File: src/design/kms_pkg.sv
// ----------------------------------------------------------------------------
// kms_pkg: shared types and constants of the key matrix scanner
// Register map codes, size limits, the configuration bundle and the
// per-word step result.
// ----------------------------------------------------------------------------
`default_nettype none

package kms_pkg;

    // Field widths
    localparam int ROW_W   = 8;    // sensed line levels per sample
    localparam int COL_W   = 3;    // column index
    localparam int COUNT_W = 4;    // line / column counts
    localparam int MAP_W   = 64;   // key bitmap
    localparam int POS_W   = 6;    // bit position inside the bitmap

    // APB register file
    localparam int ADDR_W  = 4;
    localparam int DATA_W  = 32;
    localparam int INDEX_W = 2;

    localparam logic [INDEX_W-1:0] REG_SCAN_ENABLE = 2'd0;
    localparam logic [INDEX_W-1:0] REG_NUM_INPUTS  = 2'd1;
    localparam logic [INDEX_W-1:0] REG_NUM_OUTPUTS = 2'd2;

    // Matrix limits; larger programmed counts are clamped to these
    localparam logic [COUNT_W-1:0] MAX_INPUTS  = 4'd8;
    localparam logic [COUNT_W-1:0] MAX_OUTPUTS = 4'd8;

    // Register reset values
    localparam logic               RST_SCAN_ENABLE = 1'b0;
    localparam logic [COUNT_W-1:0] RST_NUM_INPUTS  = 4'd4;
    localparam logic [COUNT_W-1:0] RST_NUM_OUTPUTS = 4'd3;

    typedef struct packed {
        logic               scan_enable;
        logic [COUNT_W-1:0] num_inputs;
        logic [COUNT_W-1:0] num_outputs;
    } cfg_t;

    typedef struct packed {
        logic [COL_W-1:0] next_column;
        logic             report_valid;
        logic [MAP_W-1:0] key_bitmap;
    } step_result_t;

    // Limit a programmed count to the matrix size
    function automatic logic [COUNT_W-1:0] clamp_count(input logic [COUNT_W-1:0] v,
                                                       input logic [COUNT_W-1:0] maxv);
        return (v > maxv) ? maxv : v;
    endfunction

endpackage

`default_nettype wire

File: src/design/key_matrix_scanner.sv
// A word is held in the input register, then in the result register; out_stall can hold it in either.
// Throughput: one word per cycle while out_stall is low; the step into the scan state is one
// shallow pass from the input register to the result register.
// Reset (rst_n, async low): scan disabled, 4 lines, 3 columns, column 0,
// scan and stored bitmaps zero, both pipeline registers empty.
// ----------------------------------------------------------------------------
// key_matrix_scanner: key matrix scanner with change report
// Takes one column sample per word, builds the scan bitmap and reports the
// stored bitmap with a flag when a completed scan differs from it.
// ----------------------------------------------------------------------------
`default_nettype none

module key_matrix_scanner
#(
    parameter logic [kms_pkg::COUNT_W-1:0] MAX_INPUTS  = kms_pkg::MAX_INPUTS,
    parameter logic [kms_pkg::COUNT_W-1:0] MAX_OUTPUTS = kms_pkg::MAX_OUTPUTS
)
(
    input  wire logic                       clk,
    input  wire logic                       rst_n,
    // configuration
    input  wire logic                       psel,
    input  wire logic                       penable,
    input  wire logic                       pwrite,
    input  wire logic [kms_pkg::ADDR_W-1:0] paddr,
    input  wire logic [kms_pkg::DATA_W-1:0] pwdata,
    output logic      [kms_pkg::DATA_W-1:0] prdata,
    output logic                            pready,
    // sample channel
    input  wire logic                       in_valid,
    output logic                            in_stall,
    input  wire logic [kms_pkg::ROW_W-1:0]  row_levels,
    // result channel
    output logic                            out_valid,
    input  wire logic                       out_stall,
    output logic      [kms_pkg::COL_W-1:0]  next_column,
    output logic                            report_valid,
    output logic      [kms_pkg::MAP_W-1:0]  key_bitmap
);
    import kms_pkg::*;

    cfg_t             cfg;
    step_result_t     result;
    logic             in_valid_reg;
    logic [ROW_W-1:0] row_reg;
    logic             out_valid_reg;
    logic [COL_W-1:0] next_column_reg;
    logic             report_valid_reg;
    logic [MAP_W-1:0] key_bitmap_reg;
    logic             in_accept;
    logic             advance;

    kms_cfg_regs u_cfg_regs
    (
        .clk     (clk),
        .rst_n   (rst_n),
        .psel    (psel),
        .penable (penable),
        .pwrite  (pwrite),
        .paddr   (paddr),
        .pwdata  (pwdata),
        .prdata  (prdata),
        .pready  (pready),
        .cfg     (cfg)
    );

    kms_scan_core
    #(
        .MAX_INPUTS  (MAX_INPUTS),
        .MAX_OUTPUTS (MAX_OUTPUTS)
    )
    u_scan_core
    (
        .clk     (clk),
        .rst_n   (rst_n),
        .cfg     (cfg),
        .step_en (advance),
        .row_in  (row_reg),
        .result  (result)
    );

    // Handshake: a word moves on when the result register is free or draining
    assign advance   = in_valid_reg && (!out_valid_reg || !out_stall);
    assign in_stall  = in_valid_reg && !advance;
    assign in_accept = in_valid && !in_stall;

    // Input register
    always_ff @(posedge clk or negedge rst_n)
    begin
        if (!rst_n)
        begin
            in_valid_reg <= 1'b0;
        end
        else if (in_accept)
        begin
            in_valid_reg <= 1'b1;
        end
        else if (advance)
        begin
            in_valid_reg <= 1'b0;
        end
    end

    always_ff @(posedge clk)
    begin
        if (in_accept)
        begin
            row_reg <= row_levels;
        end
    end

    // Result register
    always_ff @(posedge clk or negedge rst_n)
    begin
        if (!rst_n)
        begin
            out_valid_reg <= 1'b0;
        end
        else if (advance)
        begin
            out_valid_reg <= 1'b1;
        end
        else if (!out_stall)
        begin
            out_valid_reg <= 1'b0;
        end
    end

    always_ff @(posedge clk)
    begin
        if (advance)
        begin
            next_column_reg  <= result.next_column;
            report_valid_reg <= result.report_valid;
            key_bitmap_reg   <= result.key_bitmap;
        end
    end

    assign out_valid    = out_valid_reg;
    assign next_column  = next_column_reg;
    assign report_valid = report_valid_reg;
    assign key_bitmap   = key_bitmap_reg;

endmodule

`default_nettype wire

File: src/design/kms_cfg_regs.sv
// ----------------------------------------------------------------------------
// kms_cfg_regs: APB configuration registers
// Holds scan_enable, num_inputs and num_outputs; writes complete in the
// access phase, reads return the register value zero-extended.
// ----------------------------------------------------------------------------
`default_nettype none

module kms_cfg_regs
(
    input  wire logic                       clk,
    input  wire logic                       rst_n,
    input  wire logic                       psel,
    input  wire logic                       penable,
    input  wire logic                       pwrite,
    input  wire logic [kms_pkg::ADDR_W-1:0] paddr,
    input  wire logic [kms_pkg::DATA_W-1:0] pwdata,
    output logic      [kms_pkg::DATA_W-1:0] prdata,
    output logic                            pready,
    output kms_pkg::cfg_t                   cfg
);
    import kms_pkg::*;

    logic               scan_enable_reg;
    logic [COUNT_W-1:0] num_inputs_reg;
    logic [COUNT_W-1:0] num_outputs_reg;
    logic [INDEX_W-1:0] reg_index;
    logic               wr_en;

    assign pready    = 1'b1;
    assign reg_index = paddr[ADDR_W-1:2];
    assign wr_en     = psel && penable && pwrite && pready;

    // Register writes; an index past the map is dropped
    always_ff @(posedge clk or negedge rst_n)
    begin
        if (!rst_n)
        begin
            scan_enable_reg <= RST_SCAN_ENABLE;
            num_inputs_reg  <= RST_NUM_INPUTS;
            num_outputs_reg <= RST_NUM_OUTPUTS;
        end
        else if (wr_en)
        begin
            unique case (reg_index)
                REG_SCAN_ENABLE: scan_enable_reg <= pwdata[0];
                REG_NUM_INPUTS:  num_inputs_reg  <= pwdata[COUNT_W-1:0];
                REG_NUM_OUTPUTS: num_outputs_reg <= pwdata[COUNT_W-1:0];
                default:         ;
            endcase
        end
    end

    // Read mux
    always_comb
    begin
        unique case (reg_index)
            REG_SCAN_ENABLE: prdata = {{(DATA_W-1){1'b0}}, scan_enable_reg};
            REG_NUM_INPUTS:  prdata = {{(DATA_W-COUNT_W){1'b0}}, num_inputs_reg};
            REG_NUM_OUTPUTS: prdata = {{(DATA_W-COUNT_W){1'b0}}, num_outputs_reg};
            default:         prdata = '0;
        endcase
    end

    assign cfg.scan_enable = scan_enable_reg;
    assign cfg.num_inputs  = num_inputs_reg;
    assign cfg.num_outputs = num_outputs_reg;

endmodule

`default_nettype wire

File: src/design/kms_scan_core.sv
// ----------------------------------------------------------------------------
// kms_scan_core: scan state and single-word step logic
// Places one column of line levels into the scan bitmap, closes the scan
// after the last column and updates the stored bitmap on a change.
// ----------------------------------------------------------------------------
`default_nettype none

module kms_scan_core
#(
    parameter logic [kms_pkg::COUNT_W-1:0] MAX_INPUTS  = kms_pkg::MAX_INPUTS,
    parameter logic [kms_pkg::COUNT_W-1:0] MAX_OUTPUTS = kms_pkg::MAX_OUTPUTS
)
(
    input  wire logic                      clk,
    input  wire logic                      rst_n,
    input  wire kms_pkg::cfg_t             cfg,
    input  wire logic                      step_en,
    input  wire logic [kms_pkg::ROW_W-1:0] row_in,
    output kms_pkg::step_result_t          result
);
    import kms_pkg::*;

    logic [COL_W-1:0]   column_reg;
    logic [COL_W-1:0]   column_next;
    logic [MAP_W-1:0]   scan_reg;
    logic [MAP_W-1:0]   scan_next;
    logic [MAP_W-1:0]   stored_reg;
    logic [MAP_W-1:0]   stored_next;
    logic [COUNT_W-1:0] nin;
    logic [COUNT_W-1:0] nout;
    logic [COUNT_W-1:0] column_ext;
    logic               active;
    logic               last_column;
    logic               report;
    logic [MAP_W-1:0]   acc;
    logic [POS_W-1:0]   pos;

    assign nin         = clamp_count(cfg.num_inputs, MAX_INPUTS);
    assign nout        = clamp_count(cfg.num_outputs, MAX_OUTPUTS);
    assign active      = cfg.scan_enable && (nin != '0) && (nout != '0);
    assign column_ext  = {1'b0, column_reg};
    assign last_column = (column_ext + 4'd1) >= nout;

    // Merge this column's levels: line k lands at bit k*nout + column
    always_comb
    begin
        acc = (column_reg == '0) ? '0 : scan_reg;
        pos = '0;
        for (int k = 0; k < ROW_W; k++)
        begin
            pos = POS_W'(POS_W'(k) * {2'b00, nout} + {3'b000, column_reg});
            if ((COUNT_W'(k) < nin) && row_in[k])
            begin
                acc[pos] = 1'b1;
            end
        end
    end

    // Next state
    always_comb
    begin
        column_next = column_reg;
        scan_next   = scan_reg;
        stored_next = stored_reg;
        report      = 1'b0;
        if (active)
        begin
            if (column_ext >= nout)
            begin
                // column went out of range after num_outputs was lowered
                column_next = '0;
                scan_next   = '0;
            end
            else if (last_column)
            begin
                column_next = '0;
                scan_next   = '0;
                if (acc != stored_reg)
                begin
                    stored_next = acc;
                    report      = 1'b1;
                end
            end
            else
            begin
                column_next = column_reg + 3'd1;
                scan_next   = acc;
            end
        end
    end

    // State registers
    always_ff @(posedge clk or negedge rst_n)
    begin
        if (!rst_n)
        begin
            column_reg <= '0;
            scan_reg   <= '0;
            stored_reg <= '0;
        end
        else if (step_en)
        begin
            column_reg <= column_next;
            scan_reg   <= scan_next;
            stored_reg <= stored_next;
        end
    end

    assign result.next_column  = column_next;
    assign result.report_valid = report;
    assign result.key_bitmap   = stored_next;

endmodule

`default_nettype wire
File: config.mk
export PLATFORM = sky130hd
export DESIGN_NAME = key_matrix_scanner
export DESIGN_NICKNAME = d
export VERILOG_FILES = /design/src/design/kms_pkg.sv /design/src/design/key_matrix_scanner.sv /design/src/design/kms_cfg_regs.sv /design/src/design/kms_scan_core.sv
export SDC_FILE = /design/constraint.sdc
export NUM_CORES = 1
export LEC_CHECK = 0
export ABC_AREA = 0
export BUFFER_PORTS_ARGS = -buffer_cell sky130_fd_sc_hd__buf_2
export CAP_MARGIN = 40
export CELL_PAD_IN_SITES_DETAIL_PLACEMENT = 0
export CELL_PAD_IN_SITES_GLOBAL_PLACEMENT = 1
export CORE_UTILIZATION = 48
export DETAILED_ROUTE_END_ITERATION = 6
export PLACE_DENSITY_LB_ADDON = 0.25
export RECOVER_POWER = 100
export SLEW_MARGIN = 0
export SYNTH_ARGS = -nofsm -noshare
export SYNTH_HDL_FRONTEND = slang
export SYNTH_SLANG_ARGS = --single-unit
File: constraint.sdc
create_clock -name clk -period 9.5 [get_ports clk]
set_clock_uncertainty 0.2 [all_clocks]
set_input_delay 2.375 -clock clk [delete_from_list [all_inputs] [get_ports clk]]
set_output_delay 2.375 -clock clk [all_outputs]
set_load 0.02 [all_outputs]
==> out/qor.yml <==
outcome: "complete, but fails checks"
violations: "design-rule violations, max-capacitance violations, max-slew violations"
clockBufferDepth: 3
drt.antenna.violating_nets: 0
arrival_ns: 9.03
grt_use_total_pct: 38.2
min_period_ns: 8.80
wl_per_cell_microns: 30.4
vias: 14307
cts_inserted_buffers: 24
synthTopCellsByArea: "dfrtp_1, edfxtp_1, mux2_4, a22o_1, mux2_2"
ios: 154
num-fill-cells: 2981
post_cts_resize_count: 0
drt-initial-drc-count: 2005
die_area_sq_um: 33600
grt_overflow_total: 0
synth_top_area_share_pct: 22.1
critPathRequiredTime_ns: 9.73
wirelength_mm: 63.8
syn-mean-instance-area_sq_um: 10.2
gr-usage-met1_pct: 52.3
peakVddDrop_uv: 182
fin_cells: 2103
initial_core_util_pct: 49.3
use_met3_pct: 6.89
clk_pin_slew_ns: 0.06
timing_hold_violations_final: 0
yosysTopAreaCell: "dfrtp_1"
hpwl_mm: 47.3
antenna_found_initial: 3
startpoint_type: "flop"
clk_latency_ns: 0.55
die_w_microns: 183
num_rows: 65
fmax_mhz: 114
cts_sinks: 218
leakagePower_nw: 7.22
grt.busiest_layer: "met2"
routabilityCongestion: 1.03
synth-async-reset-ratio_pct: 65.1
setup_viol: 0
drv_cap: 4
core_area_sq_um: 32000
io_buffer_count: 94
yosysWarnings: 0
cts_max_level: 1
cts-root-buf: "clkbuf_16"
critPathMaxFanout: 15
grt_max_degree: 70
syn-cell-area_sq_um: 15800
firstDrtPassIters: 7
synth-edff-count: 76
drive_gt1_share_pct: 13.3
placed_area_sq_um: 16900
synth_flop_cell: "dfrtp_1"
viasPerCell: 6.80
grt_pass1_wl_mm: 93.1
die_h_microns: 183
use_met2_pct: 58.1
synth-seq-area-share_pct: 37.1
syn2layout_area_growth_pct: 9.61
tightest_slew_ns: 4.16
drc_errors: 2
placed_cells: 2058
final_max_slew_viol_count: 268
end_kind: "flop"
layout_commonest_cell: "dfrtp_1"
synthCells: 1540
nNetsFinal: 1752
cts_tree: "built"
rsz0062_at_grt: "no"
power_mw: 4.72
postCtsSetupBuffers: 0
p_per_area_nw_per_um2: 273
tns_ns: 0
synth-seq-cells: 218
fin_area_sq_um: 17300
period_share_pct: 92.6
slew_headroom_pct: -177
path_class: "reg -> reg"
postCtsHoldBufs: 0
hold_path.class: "reg -> reg"
final_cell_mix: "dfrtp_1, nand2_1, clkbuf_1, mux2_1, a22o_1"
grt_pass1_vias: 13734
synth_cell_types: 110
## Yosys cell counts, types with 26 or more instances
library cell	n
dfrtp_1	139
ha_1	40
nand3_1	58
mux2_2	49
buf_4	30
mux2_4	48
inv_1	42
a21oi_1	26
clkbuf_1	48
nor3_1	28
o21ai_0	38
nand2_1	132
o211ai_1	35
nor2_1	72
xnor2_1	42
edfxtp_1	76
mux2_1	41
a22o_1	78
## critical path, stage by stage, from the launching register on
cell,delay [ns]
dfrtp_1,0.71
inv_1,0.09
buf_4,0.23
nand2_1,0.43
inv_1,0.46
ha_1,0.41
fa_1,0.56
inv_1,0.06
fa_1,0.53
o31ai_1,0.34
nand3_1,0.13
o22ai_1,0.15
clkbuf_1,0.57
and2_0,0.56
a221o_1,0.47
xor2_1,0.12
or3_1,0.39
or4_1,0.46
nor4_4,0.52
a211o_2,0.48
clkbuf_1,0.38
mux2_2,0.38
## power by group
group | switching, mW | internal [mW]
Clock | 0.389 | 0.522
Combinational | 1.83 | 0.763
Sequential | 0.0969 | 1.11
## routing by layer
layer  routed length, microns  share of wire [%]  vias up
met5                        0                  0        -
met4                     3720                5.8        0
met3                     6040                9.5      223
met2                    27700                 43      848
met1                    26400                 41     7096
li1                         -                  -     6140
## stage by stage
step | setup WS, ns | util [%] | hold slack [ns]
floorplan | 2.86 | - | 0.249
global placement | 1.39 | 52.4 | 0.263
detailed placement | 1.31 | 52.9 | 0.278
CTS | 1.29 | 55.2 | 0.293
global route | 0.405 | 54.0 | 0.307
finish | 0.704 | 54.0 | 0.294
## layout make-up
type                       count  area [sq um]  share of cell area [%]
clock inverter                 4          26.3                   0.152
multi-input combinational   1190          9040                    52.3
tap                          435           544                    3.15
timing repair buffer         173           932                    5.40
inverter                      42           158                   0.913
clock buffer                  39           728                    4.22
sequential                   218          5840                    33.8
antenna                        2          5.00                  0.0290
## final timing paths
path,startpoint,endpoint,slack [ns],cells after the start
worst max-delay path,u_cfg_regs.num_outputs_reg[3],u_scan_core.stored_reg[19],0.70,21
worst min-delay path,u_scan_core.scan_reg[53],u_scan_core.scan_reg[53],0.29,2
worst max register to register,u_cfg_regs.num_outputs_reg[3],u_scan_core.stored_reg[19],0.70,21
worst min register to register,u_scan_core.scan_reg[53],u_scan_core.scan_reg[53],0.29,2
max in group asynchronous,rst_n,u_scan_core.stored_reg[3],2.30,3
min in group asynchronous,rst_n,u_scan_core.scan_reg[41],3.08,1
## logic make-up after synthesis
group	after synthesis	share of synthesized area, %
AO/OA/AOI/OAI	427	21.7
XOR/XNOR	61	3.69
adder cells (fa/ha/maj)	52	4.70
buffers and inverters	159	5.44
flip-flops	218	37.1
multiplexers	148	11.7
other	2	0.0477
AND/OR/NAND/NOR	473	15.7
No activity file was read; power rests on OpenSTA's default activity.
